==> src/rtl/act2p_pkg.sv <==
package act2p_pkg;

   localparam int COUNT_BITS      = 10;
   localparam int FRACTION_BITS   = 8;
   localparam int ECHO_TIMEOUT_US = 32000;

   localparam int SEC_BITS   = 8;
   localparam int ECHO_BITS  = 15;
   localparam int CPS_BITS   = 18;
   localparam int DIV_BITS   = COUNT_BITS + FRACTION_BITS;
   localparam int DCNT_BITS  = $clog2(DIV_BITS);

   localparam int REQ_BITS   = 24;
   localparam int RSP_BITS   = 48;

   localparam logic [1:0] CSR_MAX_GREEN  = 2'd0;
   localparam logic [1:0] CSR_GAP_LIMIT  = 2'd1;
   localparam logic [1:0] CSR_ECHO_LIMIT = 2'd2;

   localparam logic [SEC_BITS-1:0]  MAX_GREEN_RESET  = 8'd30;
   localparam logic [SEC_BITS-1:0]  GAP_LIMIT_RESET  = 8'd10;
   localparam logic [ECHO_BITS-1:0] ECHO_LIMIT_RESET = 15'd17;

   typedef struct packed {
      logic busy;
      logic done;
   } div_status_type;

endpackage

==> src/rtl/actuated_two_phase_signal.sv <==
// Two-phase actuated signal controller, north and west approaches.
// req channel: one sensor poll per item for the direction that is green.
// rsp channel: exactly one result item per poll, in order.
// csr port: csr_we with csr_index 0 max green, 1 gap limit, 2 echo limit;
//   other indexes are ignored. Write only while no poll is in flight.
// A poll's result goes to the result registers on acceptance and then, in
//   the load state and once the output register is free, to the output
//   register. A poll that ends a phase first runs the serial divider for the
//   rate figure, one quotient bit per cycle (18 bits); a zero-second phase
//   skips the divider. A new poll is taken only in the idle state, after the
//   last result has gone to the output register.
// The result sits in an output register, so the next poll is taken while a
//   result waits; a stalled receiver blocks the next result and new polls.
// Reset: north green, all timers and the car count clear, registers return
//   to 30 s max green, 10 s gap limit, 17 us echo limit. No clearing pass.
module actuated_two_phase_signal (
   input  logic                             clock,
   input  logic                             reset,
   input  logic                             req_tvalid,
   output logic                             req_tready,
   // echo_seen, echo_width_us[15], second_tick, zero pad
   input  logic [act2p_pkg::REQ_BITS-1:0]   req_tdata,
   output logic                             rsp_tvalid,
   input  logic                             rsp_tready,
   // north_green, interval_done, interval_direction, interval_cars[10],
   // interval_seconds[8], ended_by_gap, cars_per_second_q8[18], sensor_fault,
   // zero pad
   output logic [act2p_pkg::RSP_BITS-1:0]   rsp_tdata,
   input  logic                             csr_we,
   input  logic [1:0]                       csr_index,
   input  logic [act2p_pkg::ECHO_BITS-1:0]  csr_wdata
);

   localparam logic [1:0] ST_IDLE   = 2'd0;
   localparam logic [1:0] ST_DIVIDE = 2'd1;
   localparam logic [1:0] ST_LOAD   = 2'd2;

   localparam int SB = act2p_pkg::SEC_BITS;
   localparam int CB = act2p_pkg::COUNT_BITS;

   logic [1:0]                         state_ff, state_in;

   logic [SB-1:0]                      max_green_ff, max_green_in;
   logic [SB-1:0]                      gap_limit_ff, gap_limit_in;
   logic [act2p_pkg::ECHO_BITS-1:0]    echo_limit_ff, echo_limit_in;

   logic                               phase_west_ff, phase_west_in;
   logic [SB-1:0]                      phase_sec_ff, phase_sec_in;
   logic [SB-1:0]                      gap_sec_ff, gap_sec_in;
   logic [CB-1:0]                      car_count_ff, car_count_in;

   logic                               res_north_ff, res_north_in;
   logic                               res_done_ff, res_done_in;
   logic                               res_dir_ff, res_dir_in;
   logic [CB-1:0]                      res_cars_ff, res_cars_in;
   logic [SB-1:0]                      res_secs_ff, res_secs_in;
   logic                               res_gap_ff, res_gap_in;
   logic [act2p_pkg::CPS_BITS-1:0]     res_cps_ff, res_cps_in;
   logic                               res_fault_ff, res_fault_in;

   logic                               rsp_valid_ff, rsp_valid_in;
   logic [act2p_pkg::RSP_BITS-1:0]     rsp_data_ff, rsp_data_in;

   logic                               accept;
   logic                               echo_seen;
   logic [act2p_pkg::ECHO_BITS-1:0]    echo_width;
   logic                               tick;
   logic                               fault;
   logic                               car;
   logic [SB:0]                        next_phase;
   logic [SB:0]                        next_gap;
   logic                               end_max;
   logic                               end_gap;
   logic                               phase_end;
   logic [SB-1:0]                      secs;
   logic [CB-1:0]                      count_next;
   logic                               out_free;
   logic                               load;

   logic                               div_start;
   logic [act2p_pkg::DIV_BITS-1:0]     div_dividend;
   act2p_pkg::div_status_type          div_status;
   logic [act2p_pkg::DIV_BITS-1:0]     div_quotient;

   assign req_tready = state_ff == ST_IDLE;
   assign accept     = req_tvalid && req_tready;

   assign echo_seen  = req_tdata[0];
   assign echo_width = req_tdata[act2p_pkg::ECHO_BITS:1];
   assign tick       = req_tdata[act2p_pkg::ECHO_BITS+1];

   assign fault = !echo_seen
               || ({1'b0, echo_width} >= 16'(act2p_pkg::ECHO_TIMEOUT_US));
   assign car   = !fault && (echo_width <= echo_limit_ff);

   assign next_phase = {1'b0, phase_sec_ff} + {{SB{1'b0}}, tick};
   assign next_gap   = car ? '0 : ({1'b0, gap_sec_ff} + {{SB{1'b0}}, tick});
   assign end_max    = next_phase > {1'b0, max_green_ff};
   assign end_gap    = !end_max && (next_gap > {1'b0, gap_limit_ff});
   assign phase_end  = end_max || end_gap;
   assign secs       = end_max ? max_green_ff : next_phase[SB-1:0];
   assign count_next = (car && (car_count_ff != {CB{1'b1}})) ? car_count_ff + 1'b1
                                                               : car_count_ff;

   assign div_start    = accept && phase_end && (secs != '0);
   assign div_dividend = {count_next, {act2p_pkg::FRACTION_BITS{1'b0}}};

   act2p_div u_div (
      .clock    (clock),
      .reset    (reset),
      .start    (div_start),
      .dividend (div_dividend),
      .divisor  (secs),
      .status   (div_status),
      .quotient (div_quotient)
   );

   always_comb begin
      max_green_in  = max_green_ff;
      gap_limit_in  = gap_limit_ff;
      echo_limit_in = echo_limit_ff;
      if (csr_we) begin
         unique case (csr_index)
            act2p_pkg::CSR_MAX_GREEN:  max_green_in  = csr_wdata[SB-1:0];
            act2p_pkg::CSR_GAP_LIMIT:  gap_limit_in  = csr_wdata[SB-1:0];
            act2p_pkg::CSR_ECHO_LIMIT: echo_limit_in = csr_wdata;
            default: ;
         endcase
      end
   end

   always_comb begin
      state_in      = state_ff;
      phase_west_in = phase_west_ff;
      phase_sec_in  = phase_sec_ff;
      gap_sec_in    = gap_sec_ff;
      car_count_in  = car_count_ff;
      res_north_in  = res_north_ff;
      res_done_in   = res_done_ff;
      res_dir_in    = res_dir_ff;
      res_cars_in   = res_cars_ff;
      res_secs_in   = res_secs_ff;
      res_gap_in    = res_gap_ff;
      res_cps_in    = res_cps_ff;
      res_fault_in  = res_fault_ff;
      load          = 1'b0;
      unique case (state_ff)
         ST_IDLE: begin
            if (accept) begin
               res_done_in  = phase_end;
               res_fault_in = fault;
               res_cps_in   = '0;
               if (phase_end) begin
                  res_dir_in    = phase_west_ff;
                  res_cars_in   = count_next;
                  res_secs_in   = secs;
                  res_gap_in    = end_gap;
                  phase_west_in = !phase_west_ff;
                  res_north_in  = phase_west_ff;
                  phase_sec_in  = '0;
                  gap_sec_in    = '0;
                  car_count_in  = '0;
               end else begin
                  res_dir_in   = 1'b0;
                  res_cars_in  = '0;
                  res_secs_in  = '0;
                  res_gap_in   = 1'b0;
                  res_north_in = !phase_west_ff;
                  phase_sec_in = next_phase[SB-1:0];
                  gap_sec_in   = next_gap[SB-1:0];
                  car_count_in = count_next;
               end
               state_in = div_start ? ST_DIVIDE : ST_LOAD;
            end
         end
         ST_DIVIDE: begin
            if (div_status.done) begin
               res_cps_in = div_quotient;
               state_in   = ST_LOAD;
            end
         end
         ST_LOAD: begin
            if (out_free) begin
               load     = 1'b1;
               state_in = ST_IDLE;
            end
         end
         default: state_in = ST_IDLE;
      endcase
   end

   assign out_free     = !rsp_valid_ff || rsp_tready;
   assign rsp_valid_in = load ? 1'b1 : (rsp_tready ? 1'b0 : rsp_valid_ff);
   assign rsp_data_in  = load ? {7'd0, res_fault_ff, res_cps_ff, res_gap_ff, res_secs_ff,
                                 res_cars_ff, res_dir_ff, res_done_ff, res_north_ff}
                              : rsp_data_ff;

   always_ff @(posedge clock) begin
      if (reset) begin
         state_ff      <= ST_IDLE;
         max_green_ff  <= act2p_pkg::MAX_GREEN_RESET;
         gap_limit_ff  <= act2p_pkg::GAP_LIMIT_RESET;
         echo_limit_ff <= act2p_pkg::ECHO_LIMIT_RESET;
         phase_west_ff <= 1'b0;
         phase_sec_ff  <= '0;
         gap_sec_ff    <= '0;
         car_count_ff  <= '0;
         rsp_valid_ff  <= 1'b0;
      end else begin
         state_ff      <= state_in;
         max_green_ff  <= max_green_in;
         gap_limit_ff  <= gap_limit_in;
         echo_limit_ff <= echo_limit_in;
         phase_west_ff <= phase_west_in;
         phase_sec_ff  <= phase_sec_in;
         gap_sec_ff    <= gap_sec_in;
         car_count_ff  <= car_count_in;
         rsp_valid_ff  <= rsp_valid_in;
      end
   end

   always_ff @(posedge clock) begin
      res_north_ff <= res_north_in;
      res_done_ff  <= res_done_in;
      res_dir_ff   <= res_dir_in;
      res_cars_ff  <= res_cars_in;
      res_secs_ff  <= res_secs_in;
      res_gap_ff   <= res_gap_in;
      res_cps_ff   <= res_cps_in;
      res_fault_ff <= res_fault_in;
      rsp_data_ff  <= rsp_data_in;
   end

   assign rsp_tvalid = rsp_valid_ff;
   assign rsp_tdata  = rsp_data_ff;

`ifndef ASSERT_OFF
   a_div_only_in_divide: assert property (@(posedge clock) disable iff (reset)
      div_status.busy |-> state_ff == ST_DIVIDE)
      else $error("divider busy outside divide state");

   a_no_overwrite: assert property (@(posedge clock) disable iff (reset)
      (state_ff == ST_LOAD && rsp_valid_ff && !rsp_tready) |=> state_ff == ST_LOAD)
      else $error("result loaded over a stalled item");

   a_quiet_fields: assert property (@(posedge clock) disable iff (reset)
      (state_ff == ST_LOAD && !res_done_ff) |-> (res_cars_ff == '0 && res_cps_ff == '0
                                                  && res_secs_ff == '0))
      else $error("summary fields set without a phase end");

   a_phase_clears: assert property (@(posedge clock) disable iff (reset)
      (accept && phase_end) |=> (car_count_ff == '0 && phase_sec_ff == '0
                                 && gap_sec_ff == '0))
      else $error("counters not cleared at phase end");
`endif

endmodule

==> src/rtl/act2p_div.sv <==
module act2p_div (
   input  logic                              clock,
   input  logic                              reset,
   input  logic                              start,
   input  logic [act2p_pkg::DIV_BITS-1:0]    dividend,
   input  logic [act2p_pkg::SEC_BITS-1:0]    divisor,
   output act2p_pkg::div_status_type         status,
   output logic [act2p_pkg::DIV_BITS-1:0]    quotient
);

   logic                               busy_ff, busy_in;
   logic                               done_ff, done_in;
   logic [act2p_pkg::DCNT_BITS-1:0]    count_ff, count_in;
   logic [act2p_pkg::SEC_BITS-1:0]     rem_ff, rem_in;
   logic [act2p_pkg::SEC_BITS-1:0]     divisor_ff, divisor_in;
   logic [act2p_pkg::DIV_BITS-1:0]     quot_ff, quot_in;
   logic [act2p_pkg::SEC_BITS:0]       trial;
   logic [act2p_pkg::SEC_BITS:0]       diff;
   logic                               fits;
   logic                               last;

   assign trial = {rem_ff, quot_ff[act2p_pkg::DIV_BITS-1]};
   assign diff  = trial - {1'b0, divisor_ff};
   assign fits  = trial >= {1'b0, divisor_ff};
   assign last  = count_ff == act2p_pkg::DCNT_BITS'(act2p_pkg::DIV_BITS - 1);

   always_comb begin
      busy_in    = busy_ff;
      done_in    = 1'b0;
      count_in   = count_ff;
      rem_in     = rem_ff;
      divisor_in = divisor_ff;
      quot_in    = quot_ff;
      if (start) begin
         busy_in    = 1'b1;
         count_in   = '0;
         rem_in     = '0;
         divisor_in = divisor;
         quot_in    = dividend;
      end else if (busy_ff) begin
         rem_in   = fits ? diff[act2p_pkg::SEC_BITS-1:0] : trial[act2p_pkg::SEC_BITS-1:0];
         quot_in  = {quot_ff[act2p_pkg::DIV_BITS-2:0], fits};
         count_in = count_ff + 1'b1;
         if (last) begin
            busy_in = 1'b0;
            done_in = 1'b1;
         end
      end
   end

   always_ff @(posedge clock) begin
      if (reset) begin
         busy_ff  <= 1'b0;
         done_ff  <= 1'b0;
         count_ff <= '0;
      end else begin
         busy_ff  <= busy_in;
         done_ff  <= done_in;
         count_ff <= count_in;
      end
   end

   always_ff @(posedge clock) begin
      rem_ff     <= rem_in;
      divisor_ff <= divisor_in;
      quot_ff    <= quot_in;
   end

   assign status.busy = busy_ff;
   assign status.done = done_ff;
   assign quotient    = quot_ff;

endmodule

==> config.mk <==
export PLATFORM = sky130hd
export DESIGN_NAME = actuated_two_phase_signal
export DESIGN_NICKNAME = d
export VERILOG_FILES = /design/src/rtl/act2p_pkg.sv /design/src/rtl/actuated_two_phase_signal.sv /design/src/rtl/act2p_div.sv
export SDC_FILE = /design/constraint.sdc
export NUM_CORES = 1
export LEC_CHECK = 0
export BUFFER_PORTS_ARGS = -buffer_cell sky130_fd_sc_hd__buf_2
export CAP_MARGIN = 20
export CORE_MARGIN = 10
export CORE_UTILIZATION = 59
export CTS_CLUSTER_DIAMETER = 150
export DETAILED_ROUTE_END_ITERATION = 10
export GPL_ROUTABILITY_DRIVEN = 0
export HOLD_SLACK_MARGIN = 0.05
export PLACE_DENSITY = 0.83
export SYNTH_ARGS = -nofsm -noshare
export SYNTH_HDL_FRONTEND = slang
export SYNTH_SLANG_ARGS = --single-unit
==> constraint.sdc <==
create_clock -name clock -period 6.1 [get_ports clock]
set_clock_uncertainty 0.15 [all_clocks]
set_input_delay 1.525 -clock clock [delete_from_list [all_inputs] [get_ports clock]]
set_output_delay 1.525 -clock clock [all_outputs]
set_load 0.05 [all_outputs]
* Yosys cells after proc, flatten, opt, wreduce, memory -nomap -nowiden
Index checks and enable logic that the tools add are counted.
Word-level totals: register bits after elaboration 184, bits of input ports 46, output and inout port bits 50, logic and storage cells 100
Operators by class: add/subtract/negate cells 5, order comparisons 5, equality and inequality tests 9, muxes and demuxes 26, bitwise gates (word level) 1, reduce and logical (&&, ||, !) cells 29
Operator list (number):
- $mux 18 | 4
- $pmux 18 s2 | 1
- $mux 8 | 4
- $mux 10 | 2
- $add 8x1->9 | 2
- $gt 9x8->1 | 2
- $ge 15x15->1 const B | 1
- $le 15x15->1 | 1
- $add 10x1->10 const B | 1
- $ne 10x10->1 const B | 1
- $ge 9x8->1 | 1
- $mux 1 | 9
- $mux 9 | 1
- $reduce_and 3->1 | 3
- $mux 2 | 4
- $reduce_and 2->1 | 4
- $reduce_bool 8->1 | 1
- $sub 8x8->8 | 1
- $logic_and 1x1->1 | 6
- $pmux 2 s3 | 1
- $reduce_bool 2->1 | 3
- $add 5x1->5 const B | 1
- $eq 5x5->1 const B | 1
- $logic_not 1->1 | 5
- 9 further kinds | 15

* Logic depth before layout (Yosys ltp)
word-level depth 13, depth in mapped cells 18, gate-level depth less buffers 16

* Cells and area by module
From an unflattened synthesis, not the netlist that was laid out.
Unflattened totals: cell total of the unflattened synthesis 788, area, all modules 8570.7 um2
By module, submodules not included:
- actuated_two_phase_signal | instances 1, cells each 614, area an instance 6512.5 um2, seq. area each 3683.5 um2
- act2p_div | instances 1, cells each 174, area an instance 2058.2 um2, seq. area each 1081.0 um2

* Worst setup path after synthesis
No wires, ideal clock.
path kind input -> register, start point input port req_tdata[5] (netlist bit), end point register u_div.quot_ff (netlist bit u_div.quotient[10]) (enable), library setup time 0.316 ns, data arrival time 4.764 ns, data required time 5.634 ns, slack 0.869 ns, stages on the path 16, buffers on the path 2, cell sequence ha_1 > a211oi_1 > nor2_1 > o31ai_2 > a21o_1 > clkbuf_1 > nor2_1 > ha_1 > a21oi_1 > nor2_1 > a2111oi_0 > a21oi_1 > a211oi_4 > or3_4 > buf_4 > nand2b_1
Between the ends: cells in the longest elaborated chain, start to end 11, elaborated cells on any way between the ends 12, those cells by class order compare (3); mux (1); reduce/logical (8)
RTL lines:
- start, declared | line actuated_two_phase_signal.sv:22 | input logic [act2p_pkg::REQ_BITS-1:0] req_tdata,
- $ge 15x15->1 | line actuated_two_phase_signal.sv:93 | || ({1'b0, echo_width} >= 16'(act2p_pkg::ECHO_TIMEOUT_US));
- $logic_or 1x1->1 | line actuated_two_phase_signal.sv:93
- $logic_not 1->1 | line actuated_two_phase_signal.sv:94 | assign car = !fault && (echo_width <= echo_limit_ff);
- $logic_and 1x1->1 * | line actuated_two_phase_signal.sv:94
- $mux 9 * | line actuated_two_phase_signal.sv:97 | assign next_gap = car ? '0 : ({1'b0, gap_sec_ff} + {{SB{1'b0}}, tick});
- $gt 9x8->1 * | line actuated_two_phase_signal.sv:99 | assign end_gap = !end_max && (next_gap > {1'b0, gap_limit_ff});
- $logic_and 1x1->1 * | line actuated_two_phase_signal.sv:99
- $logic_or 1x1->1 * | line actuated_two_phase_signal.sv:100 | assign phase_end = end_max || end_gap;
- $logic_and 1x1->1 * (2 in a row) | line actuated_two_phase_signal.sv:105 | assign div_start = accept && phase_end && (secs != '0);
- $reduce_bool 2->1 (no source line) *
- end signal, assigned | line act2p_div.sv:66 | quot_ff <= quot_in;
- end, declared | line act2p_div.sv:16 | logic [act2p_pkg::DIV_BITS-1:0] quot_ff, quot_in;
Every way passes the cells marked *; elsewhere a longest branch is shown, timed or not. A chain may end at the register's enable or synchronous reset.

* Worst setup path after layout
start point input port req_tdata[11] (netlist bit), end point register car_count_ff[2]
Between the ends: cells in the longest elaborated chain, start to end 9, elaborated cells on any way between the ends 12, those cells by class order compare (3); mux (3); reduce/logical (6)
RTL lines:
- $ge 15x15->1 | line actuated_two_phase_signal.sv:93
- $logic_or 1x1->1 | line actuated_two_phase_signal.sv:93
- $logic_not 1->1 | line actuated_two_phase_signal.sv:94
- $logic_and 1x1->1 * | line actuated_two_phase_signal.sv:94
- $mux 9 | line actuated_two_phase_signal.sv:97
- $gt 9x8->1 | line actuated_two_phase_signal.sv:99
- $logic_and 1x1->1 | line actuated_two_phase_signal.sv:99
- $logic_or 1x1->1 | line actuated_two_phase_signal.sv:100
- $mux 10 * | line actuated_two_phase_signal.sv:153 | if (phase_end) begin
- end signal, assigned | line actuated_two_phase_signal.sv:217 | car_count_ff <= car_count_in;
- end, declared | line actuated_two_phase_signal.sv:50 | logic [CB-1:0] car_count_ff, car_count_in;
Marked as above.

==> flow_summary.json <==
{
  "status": "completed",
  "die_w_um": 141,
  "crit_path_frequent_cell": "a21oi_1",
  "leakage_nw": 3.91,
  "synthDistinctLibCells": 71,
  "synth_edf_count": 100,
  "hpwl_mm": 12.2,
  "multiInputGateArea_um2": 3570,
  "synth-async-reset-ratio_pct": 0,
  "yosysTopAreaCell": "edfxtp_1",
  "dp_worst_setup_slack_ps": 340,
  "cts_tree": "done",
  "synth_area_um2": 8620,
  "cts_sinks": 184,
  "ios": 96,
  "cp-start-kind": "input port",
  "ctsResizeCount": 0,
  "wl_per_cell_um": 15.9,
  "cts_made_buffers": 17,
  "row_count": 44,
  "setup_tns_ps": 0,
  "grt_max_degree": 59,
  "coreArea_um2": 14400,
  "holdCritPathClass": "register to register",
  "nNetsFinal": 983,
  "maxSlewViolCount": 0,
  "crit_buf_inv": 3,
  "grt_usage_pct": 17.1,
  "timing.final.ws_setup_ps": 660,
  "post_cts_buffers": 0,
  "area_growth_syn_to_layout_pct": 13.8,
  "power_density_nw_per_um2": 286,
  "clockBufferDepth": 2,
  "vdd_ir_drop_max_mv": 0.197,
  "grt_setup_unrepaired": "false",
  "p_total_mw": 2.81,
  "cp.arrival_ps": 5640,
  "setup_viol": 0,
  "cp.required_ps": 6300,
  "finalWirelength_mm": 17.3,
  "worst_pin_slew_ps": 1010,
  "path_cells": "buf_2 > ha_1 > a21oi_1 > o21ai_0 > a211oi_2 > a21o_1 > nor2_1 > ha_1 > a21oi_1 > nor2_1 > a2111oi_0 > a21oi_1 > a211oi_4 > buf_4 > buf_4 > o31ai_1 > a211oi_1",
  "final_area_um2": 9810,
  "antenna_found_initial": 0,
  "path_clk_slew_ps": 70,
  "drc": 0,
  "layout_min_cycle_time_ps": 5440,
  "grt_pass1_wl_mm": 28.0,
  "hold_viol_final": 0,
  "drt_iter0_markers": 521,
  "dieHeight_um": 141,
  "num_vias": 6114,
  "power.switching_uw": 715,
  "max_cap_violations": 0,
  "seq_power_share_pct": 49.5,
  "insertion_delay_ps": 440,
  "cp-end-kind": "register",
  "holdWs_ps": 271,
  "drt_first_pass_iters": 5,
  "max_stage_delay_ps": 500,
  "final_layout_size_suffix_gt1_share_pct": 16.7,
  "final.period_utilization_pct": 89.2,
  "io_buffers": 81,
  "placed_area_um2": 9140,
  "initial_core_util_pct": 59.8,
  "placedCellCount": 1052,
  "pwr-share-comb_pct": 11.0,
  "cts_hold_buf": 0,
  "ys_seq_area_share_pct": 54.3,
  "fin_cells": 1087,
  "slew_headroom_pct": 32.6,
  "diodes": 0,
  "path_delay_family": "compound AO/OA/AOI/OAI gates",
  "grt.overflow.total": 0,
  "pwr-share-clk_pct": 39.5,
  "cts.htree.levels": 4,
  "worstSetupPathType": "input port to register",
  "max_freq_mhz": 184,
  "synth_cells": 818,
  "synthTopCellsByArea": "edfxtp_1 35%, dfxtp_1 20%, ha_1 6.7%",
  "synth_top_cell_area_share_pct": 34.8,
  "critPathSlowestCell": "a2111oi_0",
  "ys.flop_type": "edfxtp_1",
  "sw_frac_of_total_pct": 25.5,
  "ant_nets": 0,
  "fp.dieArea_um2": 19800,
  "avgViaCountPerCell": 5.62,
  "clk_root_buffer_cell": "clkbuf_16",
  "yosys_warnings": 0,
  "cp_max_fo": 22,
  "num-fill-cells": 1059,
  "avgSynthCellArea_um2": 10.5,
  "grt_pass1_vias": 5936,
  "final_util_pct": 68.0,
  "cellInternalPower_mw": 2.09,
  "synth_seq_cells": 184,
  "seqCellArea_um2": 4680
}
-- flip-flops by register name, indices dropped and copies added, names as in the netlist, 2 cells and up --
signal and cells:
phase_sec_ff 8, res_secs_ff 8, gap_sec_ff 8, max_green_ff 8, rsp_tdata 41, u_div.count_ff 5
gap_limit_ff 8, u_div.quotient 18, res_cps_ff 18, echo_limit_ff 15, res_cars_ff 10, car_count_ff 10
u_div.rem_ff 8, state_ff 2, u_div.divisor_ff 8
-- synthesized netlist by cell type, drive strengths merged (2+ instances only) --
master     n
edfxtp   100
nand2     96
dfxtp     84
nor2      70
a21oi     52
ha        46
inv       46
nand3     31
mux2i     30
and2      29
clkbuf    28
o21ai     28
buf       18
xnor2     16
nand4     14
nor3      12
xor2      12
a211oi    10
o211ai     7
or3        7
nor2b      6
a31oi      5
and3       5
nand3b     5
nor4       5
o21a       5
and4       4
nand2b     4
nor3b      4
a21o       3
a311oi     3
a32o       3
o22ai      3
o31ai      3
a2111oi    2
a21boi     2
and3b      2
o211a      2
-- power by group through the flow --
stage / logic (mW) / clock network (mW) / registers, mW
floorplan: 0.188 / 0 / 1.45
global placement: 0.293 / 0 / 1.41
detailed placement: 0.302 / 0 / 1.42
CTS: 0.304 / 1.12 / 1.39
global route: 0.339 / 1.17 / 1.39
finish: 0.309 / 1.11 / 1.39
-- logic make-up after synthesis --
kind of cell               share of synthesized area (%)
muxes                                               3.61
DFF                                                 54.3
xor gates and xnor gates                            2.84
other                                             0.0435
and+or+nand+nor                                     17.2
adders and majority gates                           6.91
buffers and inverters                               4.64
AOI/OAI and AO/OA                                   10.4
-- cell usage in the layout, fill, tap and decap left out, types with 4 or more instances in the layout --
| master | count |
|---|---|
| and4_1 | 4 |
| buf_4 | 9 |
| nand3_1 | 30 |
| nor3b_1 | 4 |
| nor3_2 | 6 |
| a211oi_2 | 6 |
| nand2_1 | 95 |
| dfxtp_1 | 84 |
| nor4_1 | 5 |
| a31oi_1 | 5 |
| and3_1 | 5 |
| and2_1 | 29 |
| o21ai_0 | 27 |
| buf_2 | 81 |
| nor3_1 | 6 |
| o21a_1 | 5 |
| ha_1 | 46 |
| xnor2_1 | 16 |
| inv_1 | 44 |
| inv_8 | 4 |
| mux2i_1 | 30 |
| clkbuf_16 | 17 |
| a21oi_1 | 51 |
| or3_1 | 6 |
| o211ai_1 | 6 |
| nand3b_1 | 5 |
| nor2b_1 | 6 |
| nand4_1 | 14 |
| xor2_1 | 12 |
| conb_1 | 7 |
| edfxtp_1 | 100 |
| nand2b_1 | 4 |
| nor2_1 | 69 |
| inv_6 | 4 |
-- per-layer routing --
layer	global-route usage (%)	share of wire [%]
met5	0	0
met3	3.96	4.8
met4	6.03	1.5
met1	20.4	44
met2	29.5	50
-- path summary, 6_finish.rpt --
path | startpoint | endpoint | slack, ps | cells past startpoint
min reg2reg | res_cps_ff[7] | rsp_tdata[29] | 270 | 0
min | res_cps_ff[7] | rsp_tdata[29] | 270 | 0
max reg2reg | echo_limit_ff[10] | car_count_ff[2] | 1520 | 17
max | req_tdata[11] | car_count_ff[2] | 660 | 17
-- area by class of cell --
class                           count  share of cell area, %
Sequential cell                   184                   47.7
Multi-Input combinational cell    547                   36.4
Clock inverter                     15                   1.85
Tap cell                          184                   2.35
Inverter                           47                   1.82
Timing Repair Buffer               93                   5.46
Clock buffer                       17                   4.34
No activity file was read; power rests on OpenSTA's default activity.
